## config.mk

```make
export PLATFORM = sky130hd
export DESIGN_NAME = xml_entity_unescape_unit
export DESIGN_NICKNAME = d
export VERILOG_FILES = /design/src/hdl/xeu_pkg.sv /design/src/hdl/xml_entity_unescape_unit.sv
export SDC_FILE = /design/constraint.sdc
export NUM_CORES = 1
export LEC_CHECK = 0
export BUFFER_PORTS_ARGS = -buffer_cell sky130_fd_sc_hd__buf_2
export CAP_MARGIN = 20
export CORE_ASPECT_RATIO = 1.5
export CORE_MARGIN = 10
export CORE_UTILIZATION = 55
export CTS_CLUSTER_DIAMETER = 50
export CTS_CLUSTER_SIZE = 25
export DETAILED_ROUTE_END_ITERATION = 10
export PLACE_DENSITY = 0.75
export RECOVER_POWER = 50
export REMOVE_ABC_BUFFERS = 1
export SLEW_MARGIN = 20
export SYNTH_ARGS = -nofsm -noshare
export SYNTH_HDL_FRONTEND = slang
export SYNTH_SLANG_ARGS = --single-unit
```

## constraint.sdc

```tcl
create_clock -name clk -period 3.6 [get_ports clk]
set_input_delay 0.18 -clock clk [delete_from_list [all_inputs] [get_ports clk]]
set_output_delay 0.18 -clock clk [all_outputs]
set_load 0.03 [all_outputs]
```

## src/hdl/xeu_pkg.sv

```systemverilog
// ----------------------------------------------------------------------------
// xeu_pkg: shared types, constants and trie tables of the entity decoder
// Holds the prefix trie of the five predefined XML entities, the bytes held
// at each trie node and the character each complete entity stands for.
// ----------------------------------------------------------------------------
package xeu_pkg;

  // Longest burst of output bytes one input byte can cause: a held "&quot"
  // or "&apos" followed by a byte that does not fit.
  localparam int unsigned OUT_DEPTH = 6;
  localparam int unsigned CNT_W     = $clog2(OUT_DEPTH + 1);

  typedef logic [CNT_W-1:0] cnt_t;

  typedef enum logic [3:0] {
    ND_IDLE = 4'd0,
    ND_AMP  = 4'd1,
    ND_L    = 4'd2,
    ND_LT   = 4'd3,
    ND_G    = 4'd4,
    ND_GT   = 4'd5,
    ND_Q    = 4'd6,
    ND_QU   = 4'd7,
    ND_QUO  = 4'd8,
    ND_QUOT = 4'd9,
    ND_A    = 4'd10,
    ND_AP   = 4'd11,
    ND_APO  = 4'd12,
    ND_APOS = 4'd13,
    ND_AM   = 4'd14,
    ND_AMPR = 4'd15
  } node_t;

  typedef struct packed {
    logic  hit;
    node_t next;
  } step_t;

  // One edge of the trie, taken when the byte extends the held prefix.
  function automatic step_t trie_step(input node_t node, input logic [7:0] b);
    step_t s;
    s.hit  = 1'b0;
    s.next = ND_IDLE;
    case (node)
      ND_IDLE: if (b == "&") s = '{1'b1, ND_AMP};
      ND_AMP: begin
        case (b)
          "l":     s = '{1'b1, ND_L};
          "g":     s = '{1'b1, ND_G};
          "q":     s = '{1'b1, ND_Q};
          "a":     s = '{1'b1, ND_A};
          default: s = '{1'b0, ND_IDLE};
        endcase
      end
      ND_L:   if (b == "t") s = '{1'b1, ND_LT};
      ND_G:   if (b == "t") s = '{1'b1, ND_GT};
      ND_Q:   if (b == "u") s = '{1'b1, ND_QU};
      ND_QU:  if (b == "o") s = '{1'b1, ND_QUO};
      ND_QUO: if (b == "t") s = '{1'b1, ND_QUOT};
      ND_A: begin
        if (b == "p") s = '{1'b1, ND_AP};
        else if (b == "m") s = '{1'b1, ND_AM};
      end
      ND_AP:  if (b == "o") s = '{1'b1, ND_APO};
      ND_APO: if (b == "s") s = '{1'b1, ND_APOS};
      ND_AM:  if (b == "p") s = '{1'b1, ND_AMPR};
      default: s = '{1'b0, ND_IDLE};
    endcase
    return s;
  endfunction

  // Bytes held at a node, first byte in the lowest bits.
  function automatic logic [8*OUT_DEPTH-1:0] held_text(input node_t node);
    logic [8*OUT_DEPTH-1:0] t;
    t = '0;
    case (node)
      ND_IDLE: t = '0;
      ND_AMP:  t[7:0]  = "&";
      ND_L:    t[15:0] = {"l", "&"};
      ND_LT:   t[23:0] = {"t", "l", "&"};
      ND_G:    t[15:0] = {"g", "&"};
      ND_GT:   t[23:0] = {"t", "g", "&"};
      ND_Q:    t[15:0] = {"q", "&"};
      ND_QU:   t[23:0] = {"u", "q", "&"};
      ND_QUO:  t[31:0] = {"o", "u", "q", "&"};
      ND_QUOT: t[39:0] = {"t", "o", "u", "q", "&"};
      ND_A:    t[15:0] = {"a", "&"};
      ND_AP:   t[23:0] = {"p", "a", "&"};
      ND_APO:  t[31:0] = {"o", "p", "a", "&"};
      ND_APOS: t[39:0] = {"s", "o", "p", "a", "&"};
      ND_AM:   t[23:0] = {"m", "a", "&"};
      ND_AMPR: t[31:0] = {"p", "m", "a", "&"};
      default: t = '0;
    endcase
    return t;
  endfunction

  function automatic cnt_t held_len(input node_t node);
    cnt_t n;
    case (node)
      ND_IDLE:                       n = cnt_t'(0);
      ND_AMP:                        n = cnt_t'(1);
      ND_L, ND_G, ND_Q, ND_A:        n = cnt_t'(2);
      ND_LT, ND_GT, ND_QU, ND_AP,
      ND_AM:                         n = cnt_t'(3);
      ND_QUO, ND_APO, ND_AMPR:       n = cnt_t'(4);
      ND_QUOT, ND_APOS:              n = cnt_t'(5);
      default:                       n = cnt_t'(0);
    endcase
    return n;
  endfunction

  // Character a node stands for when a ';' follows it; zero if incomplete.
  function automatic logic [7:0] entity_char(input node_t node);
    logic [7:0] c;
    case (node)
      ND_LT:   c = "<";
      ND_GT:   c = ">";
      ND_QUOT: c = "\"";
      ND_APOS: c = "'";
      ND_AMPR: c = "&";
      default: c = 8'h00;
    endcase
    return c;
  endfunction

endpackage

```

## src/hdl/xml_entity_unescape_unit.sv

```systemverilog
// ----------------------------------------------------------------------------
// xml_entity_unescape_unit: streaming decoder of predefined XML entities
// Replaces &lt; &gt; &quot; &apos; &amp; by their characters, one escaped
// byte in per word, passing any other byte sequence through unchanged.
// ----------------------------------------------------------------------------
//  Channel | Direction | tdata            | tlast
//  in_     | slave     | [7:0] text_byte  | end_of_string
//  out_    | master    | [7:0] plain_byte | last_byte
//
//  An input word is decoded in the cycle it is accepted and its output bytes
//  (none to six) are loaded into a six-byte shift buffer, shown from the
//  next cycle. The buffer drains one byte a cycle while out_tready is high.
//  A new word is taken in the cycle the last buffered byte leaves, so words
//  causing at most one byte flow at one per cycle while out_tready is high.
//  Reset clears the trie node and empties the buffer.
module xml_entity_unescape_unit (
  input  logic       clk,
  input  logic       rst_n,
  input  logic       in_tvalid,
  output logic       in_tready,
  input  logic [7:0] in_tdata,   // [7:0] text_byte
  input  logic       in_tlast,
  output logic       out_tvalid,
  input  logic       out_tready,
  output logic [7:0] out_tdata,  // [7:0] plain_byte
  output logic       out_tlast
);
  import xeu_pkg::*;

  node_t      node_r, node_nxt;
  cnt_t       cnt_r, cnt_nxt;
  logic       last_r, last_nxt;
  logic [7:0] buf_r   [OUT_DEPTH];
  logic [7:0] buf_nxt [OUT_DEPTH];

  logic       in_fire, out_fire;
  step_t      step;
  logic [7:0] ent;
  node_t      emit_node;
  cnt_t       emit_len;
  cnt_t       emit_cnt;
  logic       emit_tail;
  logic [8*OUT_DEPTH-1:0] held;
  logic [7:0] lst [OUT_DEPTH];

  assign out_tvalid = (cnt_r != '0);
  assign out_tdata  = buf_r[0];
  assign out_tlast  = last_r && (cnt_r == cnt_t'(1));
  assign in_tready  = (cnt_r == '0) || ((cnt_r == cnt_t'(1)) && out_tready);
  assign in_fire    = in_tvalid && in_tready;
  assign out_fire   = out_tvalid && out_tready;

  // Decode one byte against the held prefix.
  always_comb begin
    step      = trie_step(node_r, in_tdata);
    ent       = entity_char(node_r);
    node_nxt  = node_r;
    emit_node = node_r;
    emit_tail = 1'b0;
    emit_cnt  = '0;
    if ((ent != 8'h00) && (in_tdata == ";")) begin
      emit_node = ND_IDLE;
      emit_tail = 1'b1;
      node_nxt  = ND_IDLE;
    end else if (step.hit) begin
      // A prefix cut short by the end of the string goes out literally.
      emit_node = in_tlast ? step.next : ND_IDLE;
      node_nxt  = step.next;
    end else begin
      emit_node = node_r;
      if ((in_tdata == "&") && !in_tlast) begin
        node_nxt = ND_AMP;
      end else begin
        emit_tail = 1'b1;
        node_nxt  = ND_IDLE;
      end
    end
    if (in_tlast) begin
      node_nxt = ND_IDLE;
    end

    held     = held_text(emit_node);
    emit_len = held_len(emit_node);
    emit_cnt = emit_len + cnt_t'(emit_tail);
    for (int i = 0; i < OUT_DEPTH; i++) begin
      if (cnt_t'(i) < emit_len) begin
        lst[i] = held[8*i +: 8];
      end else if ((ent != 8'h00) && (in_tdata == ";")) begin
        lst[i] = ent;
      end else begin
        lst[i] = in_tdata;
      end
    end
  end

  // Output buffer: shift on a taken byte, reload on an accepted word.
  always_comb begin
    cnt_nxt  = cnt_r;
    last_nxt = last_r;
    for (int i = 0; i < OUT_DEPTH; i++) begin
      buf_nxt[i] = buf_r[i];
    end
    if (out_fire) begin
      cnt_nxt = cnt_r - cnt_t'(1);
      for (int i = 0; i < OUT_DEPTH - 1; i++) begin
        buf_nxt[i] = buf_r[i + 1];
      end
    end
    if (in_fire) begin
      cnt_nxt  = emit_cnt;
      last_nxt = in_tlast;
      for (int i = 0; i < OUT_DEPTH; i++) begin
        buf_nxt[i] = lst[i];
      end
    end
  end

  always_ff @(posedge clk) begin
    if (!rst_n) begin
      node_r <= ND_IDLE;
      cnt_r  <= '0;
      last_r <= 1'b0;
    end else begin
      if (in_fire) begin
        node_r <= node_nxt;
      end
      cnt_r  <= cnt_nxt;
      last_r <= last_nxt;
    end
  end

  always_ff @(posedge clk) begin
    for (int i = 0; i < OUT_DEPTH; i++) begin
      buf_r[i] <= buf_nxt[i];
    end
  end

  // The buffer never holds more than the longest burst.
  a_cnt_bound: assert property (@(posedge clk) disable iff (!rst_n)
    cnt_r <= cnt_t'(OUT_DEPTH))
    else $error("output buffer count out of range");

  // The end of a string always leaves the trie empty and produces output.
  a_eos_flush: assert property (@(posedge clk) disable iff (!rst_n)
    (in_fire && in_tlast) |=> (node_r == ND_IDLE) && out_tvalid && last_r)
    else $error("end of string did not flush");

  // A stalled byte stays put, as a word is only taken once the previous burst is fully delivered.
  a_no_overrun: assert property (@(posedge clk) disable iff (!rst_n)
    (out_tvalid && !out_tlast && !out_tready) |=> $stable(out_tdata))
    else $error("buffered byte overwritten before delivery");

endmodule

```

=== Word-level counts from Yosys, hierarchy flattened ===
Memories as Yosys holds them, arrays and structs flattened.
Index checks and enable logic that the tools add are counted.

* Bits in registers: 8
* Memory bits (writable): 48
* ROM bits: 48
* Bits of input ports: 13
* Output and inout bits: 11
* Word-level logic and storage cells: 120
* Memories kept: 2

{| class="wikitable"
|+ Memory list
! memory !! depth !! width !! rd ports !! clocked after Yosys merged registers in !! write ports !! RTL line !! source
|-
| (name not given) || 16 || 3 || 1 || 0 || 0 || xeu_pkg.sv:100 || <nowiki>case (node)</nowiki>
|-
| buf_r || 6 || 8 || 6 || 0 || 6 || xml_entity_unescape_unit.sv:33 || <nowiki>logic [7:0] buf_r [OUT_DEPTH];</nowiki>
|}

* $add $sub $neg: 2
* Magnitude comparators: 6
* Equality and inequality tests: 43
* Mux-type cells: 40
* Reduce and logical (&&, ||, !) cells: 24

{| class="wikitable"
|+ Operators by type and width
! kind !! number
|-
| $eq 8x7->1 const B || 10
|-
| $eq 4x4->1 const B || 16
|-
| $mux 8 || 7
|-
| $pmux 7 s4 || 2
|-
| $mux 5 || 11
|-
| $pmux 5 s11 || 1
|-
| $mux 48 || 1
|-
| $mux 40 || 1
|-
| $eq 4x3->1 const B || 8
|-
| $pmux 6 s5 || 1
|-
| $pmux 7 s2 || 2
|-
| $mux 4 || 6
|-
| $pmux 5 s4 || 1
|-
| $eq 4x2->1 const B || 4
|-
| $eq 8x6->1 const B || 2
|-
| $pmux 8 s2 || 1
|-
| $reduce_or 15->1 || 1
|-
| $eq 4x1->1 const B || 2
|-
| $logic_not 4->1 || 2
|-
| $reduce_bool 8->1 || 1
|-
| $reduce_or 2->1 || 4
|-
| $reduce_or 4->1 || 2
|-
| $logic_and 1x1->1 || 6
|-
| $lt 1x3->1 const A || 2
|-
| other kinds (14) || 21
|}

=== Logic depth before layout (Yosys ltp) ===
Gate-level depths: netlist of run 1.

* Depth after elaboration: 12
* Depth in mapped cells: 16
* Mapped depth without buffers: 14

=== Worst setup path before layout of run 1 ===
Ideal clock, no wire load.

* Kind: register to register
* Start point: register node_r[1]
* End point: memory buf_r[2][4] (data pin)
* Setup time: 256 ps
* Data arrival time: 3263 ps
* Required time: 3344 ps
* Path slack: 81 ps
* Cell stages (with the launch flop): 13
* Path buffers: 3
* Period minus slack after synthesis: 3519 ps
* Path through: dfxtp_1 > buf_4 > or4b_4 > o32ai_4 > o211ai_2 > a21o_1 > buf_6 > ha_1 > and4b_1 > or4_4 > buf_2 > a21o_1 > o22a_1

{| class="wikitable"
|+ RTL lines
! item !! RTL line !! source
|-
| start: declaration || xml_entity_unescape_unit.sv:30 || <nowiki>node_t node_r, node_nxt;</nowiki>
|-
| start signal: assignment || xml_entity_unescape_unit.sv:125 || <nowiki>node_r <= node_nxt;</nowiki>
|-
| end: declaration || xml_entity_unescape_unit.sv:33 ||
|}

==> results.json, run 1 <==
{
  "outcome": "completed",
  "reg2reg_to": "buf_r[2][2]$_DFFE_PP_",
  "switching_power_uw": 689,
  "num_rows": 37,
  "grt_overflow": 0,
  "met2_length_mm": 5.42,
  "power_density_nw_per_um2": 471,
  "cts_root_buf": "clkbuf_8",
  "clk_pin_slew_worst_paths_ps": 100,
  "crit_slowest_cell": "or4_4",
  "antenna_found_initial": 0,
  "fill_cells": 589,
  "die-area_um2": 10700,
  "syn_to_final_growth_pct": 11.3,
  "grt.total_usage_pct": 18.7,
  "clock_skew_ps": 10.0,
  "fmax_mhz": 284,
  "cts_max_level": 2,
  "drt-initial-drc-count": 334,
  "hold_path_end": "cnt_r[0]$_SDFFE_PN0P_",
  "finalWirelength_mm": 10.1,
  "drv_cap": 0,
  "syn_area_per_cell_um2": 9.19,
  "io_buffers": 23,
  "wl_met1_mm": 3.91,
  "critPathMaxStageDelay_ps": 580,
  "critical_path.cell_chain": "or3b_4 -> a2111oi_4 -> o21a_4 -> o21ai_0 -> nand2_1 -> nand2_1 -> ha_1 -> and4b_1 -> or4_4 -> buf_4 -> a22oi_1 -> o31ai_1",
  "route.met3.wl_um": 420,
  "final_antenna_net_count": 0,
  "whs_path_depth": 3,
  "power_frac_clock_pct": 17.2,
  "dr.max_layer_used": "met4",
  "cp-end-kind": "register",
  "cp.arrival_ps": 3570,
  "seq_area_frac_synth_pct": 42.1,
  "die_h_um": 122,
  "holdWs_ps": 160,
  "grt_pass1_wl_mm": 16.0,
  "die_w_um": 87.9,
  "synthCells": 414,
  "irDropWorstVdd_mv": 0.407,
  "synth_edf_count": 48,
  "dpl.hpwl_mm": 7.55,
  "worstPathRequired_ps": 3650,
  "yosys_warnings": 0,
  "reg2reg_slack_ps": 80,
  "seqPwrFrac_pct": 52.1,
  "slew_violations": 0,
  "combinationalPowerShare_pct": 30.7,
  "finalHoldViolCount": 0,
  "detail_route.first_pass.iterations": 5,
  "ys_ff_latch": 56,
  "fin_tns_setup_ps": 0,
  "hp-start": "rst_n",
  "critPathMostFrequentCell": "nand2_1",
  "worst_pin_slew_ps": 1020,
  "initial_core_util_pct": 55.9,
  "clock_latency_ps": 320,
  "tritoncts": "built",
  "dp.cells": 515,
  "routed_wire_length_per_instance_um": 19.3,
  "place_congestion": 0.936,
  "synth_flop_cell": "edfxtp_1",
  "grt_start_max_net_pins": 57,
  "stdcell_count": 524,
  "postCtsHoldBufs": 0,
  "layout-drive-gt1-share_pct": 18.6,
  "cts.sinks": 56,
  "async_flop_share_pct": 0,
  "diodes": 0,
  "fin_crit_sh_pct": 97.9,
  "coreArea_um2": 6810,
  "drc": 0,
  "fin_crit_ps": 3520,
  "cts_max_path_buffers": 2,
  "viasPerCell": 6.31,
  "rr_worst_depth": 12,
  "reg2reg_from": "node_r[1]$_SDFFE_PN0P_",
  "final_util_pct": 62.2,
  "power_leakage_nw": 1.60,
  "slew_headroom_pct": 31.9,
  "nNetsFinal": 467,
  "finalSetupViolations": 0,
  "syn_area_um2": 3800,
  "synth.distinct_cells": 69,
  "ios": 24,
  "startpoint_type": "register",
  "critPathMaxFanout": 7,
  "grt_pass1_vias": 3277,
  "switching_share_pct": 34.5,
  "internal_power_mw": 1.31,
  "cts_buffers": 5,
  "hold_class": "primary input to register",
  "vias": 3308,
  "path_class": "register to register"
}
[kinds of logic (layout without fill, tap and decap cells)]
group / after synthesis / after routing / synth area share, %
buf+inv: 49 / 81 / 5.69
xor+xnor: 6 / 6 / 1.38
mux: 5 / 5 / 1.35
simple gates: 166 / 166 / 22.6
fa+ha+maj: 9 / 9 / 2.96
flops: 56 / 56 / 42.1
compound gates: 123 / 123 / 23.9
[worst max path at each step]
| stage | start | endpoint | slack, ps |
|---|---|---|---|
| after global routing | node_r[1]$_SDFFE_PN0P_ | buf_r[2][2]$_DFFE_PP_ | -9 |
| after floorplan | node_r[1]$_SDFFE_PN0P_ | buf_r[2][4]$_DFFE_PP_ | -130 |
| after CTS | node_r[1]$_SDFFE_PN0P_ | buf_r[2][5]$_DFFE_PP_ | 40 |
| after global placement | node_r[1]$_SDFFE_PN0P_ | buf_r[2][6]$_DFFE_PP_ | 150 |
| final | node_r[1]$_SDFFE_PN0P_ | buf_r[2][2]$_DFFE_PP_ | 80 |
| after detailed placement | node_r[1]$_SDFFE_PN0P_ | buf_r[2][5]$_DFFE_PP_ | 80 |
[area by class of cell]
| type | instances | area [µm²] | share of cell area [%] |
|---|---|---|---|
| clock inverters | 2 | 11.3 | 0.266 |
| flip-flops and latches | 56 | 1610 | 37.9 |
| well taps | 78 | 97.6 | 2.30 |
| clock buffers | 6 | 72.6 | 1.71 |
| multi-input cells | 309 | 2010 | 47.5 |
| repair buffers | 59 | 378 | 8.92 |
| inverters | 14 | 57.6 | 1.36 |
[flip-flops by register name, indices dropped and copies added (netlist names)]
| signal | cells |
|---|---|
| node_r | 4 |
| buf_r | 48 |
| last_r | 1 |
| cnt_r | 3 |
[critical path: cells and delay by family (launching register included)]
family	cells	cell delay, ps
AOI/OAI and AO/OA	5	960
and+or+nand+nor	5	1400
adders and majority gates	1	320
buffers and inverters	1	190
DFF	1	380
[per-stage QoR]
step / power (mW) / setup WS [ps] / instance area [µm²]
finish: 2.00 / 76.4 / 4240
detailed placement: 1.69 / 75.2 / 4130
global route: 2.11 / -8.60 / 4240
CTS: 2.02 / 36.1 / 4220
global placement: 1.66 / 153 / 4130
floorplan: 1.48 / -127 / 3640
[per-layer routing]
metal / vias to the layer above / track usage (%)
met3: 24 / 2.67
li1: 1578 / -
met2: 132 / 33.4
met4: 0 / 10.0
met5: - / 0
met1: 1574 / 20.5
[cell usage after synthesis, types with 4 or more instances]
master,instances,share of area [%]
nor4b_1,4,0.92
a21boi_0,4,0.79
nor2_1,34,3.4
mux2i_1,4,1.1
a31oi_1,6,0.99
dfxtp_1,8,4.2
o211ai_1,5,0.99
o21ai_0,28,3.7
inv_1,13,1.3
clkbuf_1,22,2.2
and2_1,4,0.66
o22a_1,4,0.92
nor2b_1,6,0.99
nand3_1,9,1.2
buf_2,9,1.2
o21a_1,5,0.99
or2_2,4,0.66
or3_1,4,0.66
nand2_1,61,6.0
a21oi_1,20,2.6
a211oi_1,6,1.2
a21o_1,9,1.8
o31ai_1,8,1.6
nand3b_1,6,1.2
nand2b_1,5,0.82
ha_1,9,3.0
edfxtp_1,48,38
nor3_1,5,0.66
[power groups by stage]
stage               Clock [mW]  Sequential (mW)  Combinational, mW
global placement             0             1.05              0.613
CTS                      0.346             1.04              0.628
global route             0.375             1.06              0.677
floorplan                    0             1.11              0.369
detailed placement           0             1.06              0.629
finish                   0.343             1.04              0.614
[repair_timing]
item                       CTS  global route
setup endpoints to repair    0            14
buffers inserted             0             1
resized for setup            0             8
[cell usage in the layout, fill, tap and decap left out, types with 4 or more instances in the layout]
master and instances:
ha_1 9, nand3b_1 6, or3_1 4, dfxtp_1 5, o21a_1 5, clkbuf_8 5
buf_2 10, nor2b_1 6, o211ai_1 5, nor3_1 5, nand2_1 61, a31oi_1 6
edfxtp_1 48, nor2_1 34, a21o_1 8, nand2b_1 5, o31ai_1 8, inv_1 13
o22a_1 4, a21oi_1 20, or2_2 4, mux2i_1 4, buf_4 34, nor4b_1 4
o21ai_0 28, nand3_1 9, clkbuf_1 15, a21boi_0 4, a211oi_1 6
No activity file was read; power rests on OpenSTA's default activity.
==> run 2, diff against run 1 <==
CTS_CLUSTER_SIZE = unset   (was 25)
clock period = 2.85 ns   (was 3.6 ns; I/O delays follow)
==> results.json, run 2 (same netlist as run 1, synthesis figures left out) <==
{
  "detail_route.first_pass.iterations": 5,
  "cp-end-kind": "register",
  "worst_pin_slew_ps": 1050,
  "grt_start_max_net_pins": 57,
  "slew_violations": 0,
  "grt_overflow": 0,
  "cp.arrival_ps": 3640,
  "viasPerCell": 6.41,
  "vias": 4020,
  "postCtsHoldBufs": 0,
  "critical_path.cell_chain": "buf_6 -> or4b_4 -> o32ai_4 -> o211ai_2 -> a21o_4 -> buf_12 -> inv_8 -> buf_6 -> ha_2 -> buf_6 -> mux2i_1 -> o31ai_1 -> buf_4 -> nor2_1 -> a211oi_1",
  "syn_to_final_growth_pct": 47.1,
  "worstPathRequired_ps": 3000,
  "startpoint_type": "register",
  "cts_max_path_buffers": 2,
  "tritoncts": "built",
  "p_total_mw": 2.77,
  "ios": 24,
  "clock_latency_ps": 330,
  "routed_wire_length_per_instance_um": 22.1,
  "dpl.hpwl_mm": 8.52,
  "io_buffers": 23,
  "die_h_um": 122,
  "finalHoldViolCount": 0,
  "dp.cells": 588,
  "diodes": 0,
  "num_rows": 37,
  "stdcell_count": 627,
  "clk_pin_slew_worst_paths_ps": 120,
  "critPathMaxStageDelay_ps": 530,
  "final_antenna_net_count": 0,
  "fmax_mhz": 287,
  "grt_pass1_wl_mm": 18.9,
  "holdWs_ps": 133,
  "finalSetupViolations": 42,
  "clock_skew_ps": 12.5,
  "cts.sinks": 56,
  "power_leakage_nw": 2.24,
  "finalWirelength_mm": 13.9,
  "top_regs": "buf_r (48), node_r (4), cnt_r (3)",
  "die_w_um": 87.9,
  "path_class": "register to register",
  "power_density_nw_per_um2": 495,
  "drv_cap": 0,
  "drt-initial-drc-count": 376,
  "crit_buf_inv": 6,
  "final_cell_mix": "98 x buf_4, 51 x nand2_1, 48 x edfxtp_1",
  "grt.total_usage_pct": 22.6,
  "rsz0062_at_grt": "true",
  "hold_class": "primary input to register",
  "seqCellArea_um2": 1600,
  "timing.final.ws_setup_ps": -634,
  "final_common_cell": "buf_4",
  "crit_slowest_cell": "or4b_4",
  "placed_cell_area_um2": 4670,
  "dp_slack_ps": -673,
  "layout-drive-gt1-share_pct": 44.1,
  "fin_tns_setup_ps": -15860,
  "nNetsFinal": 570,
  "critPathTopFamily": "compound AO/OA/AOI/OAI gates",
  "initial_core_util_pct": 55.9,
  "grt_pass1_vias": 3764,
  "final_util_pct": 82.2,
  "final_area_um2": 5600,
  "die-area_um2": 10700,
  "fin_crit_ps": 3480,
  "drc": 0,
  "regMostFlops": "buf_r",
  "outcome": "complete, but fails checks",
  "largest_register_ffs": 48,
  "cts_buffers": 5,
  "place_congestion": 0.976,
  "antenna_found_initial": 0,
  "critPathMostFrequentCell": "buf_6",
  "fill_cells": 395,
  "cts_root_buf": "clkbuf_8",
  "slew_headroom_pct": 29.2,
  "critPathMaxFanout": 8,
  "multi_input_area_um2": 2450,
  "cts_max_level": 2,
  "fin_crit_sh_pct": 122,
  "violations": "setup timing",
  "coreArea_um2": 6810,
  "irDropWorstVdd_mv": 0.777
}
run 2: changes by cell type in the layout (fill, tap and decap cells not counted), moves of 5 or more:
| cell | previous run | this run |
|---|---|---|
| nand2_2 | 0 | 6 |
| nor2_1 | 34 | 28 |
| o21ai_2 | 0 | 6 |
| ha_1 | 9 | 3 |
| buf_6 | 0 | 31 |
| nand2_1 | 61 | 51 |
| ha_4 | 0 | 5 |
| o21ai_0 | 28 | 8 |
| a21oi_1 | 20 | 13 |
| o21ai_1 | 0 | 12 |
| buf_4 | 34 | 98 |
run 2: layer usage:
layer / share of wire, % / up-vias / track usage (%)
met1: 34 / 1933 / 22.7
met5: 0 / - / 0
met3: 5.0 / 78 / 3.21
li1: - / 1793 / -
met2: 53 / 216 / 41.1
met4: 8.1 / 0 / 15.9
run 2: path summary, 6_finish.rpt:
check	startpoint	to	slack, ps	cells after the start
hold / removal	rst_n	cnt_r[2]$_SDFFE_PN0P_	130	3
setup reg to reg	node_r[1]$_SDFFE_PN0P_	buf_r[2][0]$_DFFE_PP_	-630	15
hold reg to reg	last_r$_SDFFE_PN0P_	last_r$_SDFFE_PN0P_	470	2
setup / recovery	node_r[1]$_SDFFE_PN0P_	buf_r[2][0]$_DFFE_PP_	-630	15
run 2: layout make-up:
type,count,share of cell area (%)
inverters,14,1.07
flip-flops and latches,56,28.7
well taps,78,1.74
clock inverters,3,0.492
multi-input cells,309,43.8
repair buffers,162,23.0
clock buffers,5,1.23
run 2: worst reg2reg max path, stage by stage, from the launching register on:
cell	delay, ps
dfxtp_2	360
buf_6	120
or4b_4	530
o32ai_4	320
o211ai_2	150
a21o_4	250
buf_12	130
inv_8	50
buf_6	110
ha_2	200
buf_6	150
mux2i_1	90
o31ai_1	320
buf_4	230
nor2_1	60
a211oi_1	240
run 2: what timing repair did:
item                                    4_1_cts  5_1_grt
pin swaps                                    35       29
endpoints found under the setup margin       42       43
setup buffers                                17       18
resized for setup                            77       76
run 2: power breakdown:
part	switching (mW)	internal, mW
Clock	0.298	0.181
Combinational	0.655	0.313
Sequential	0.0789	1.24
Total	1.03	1.74
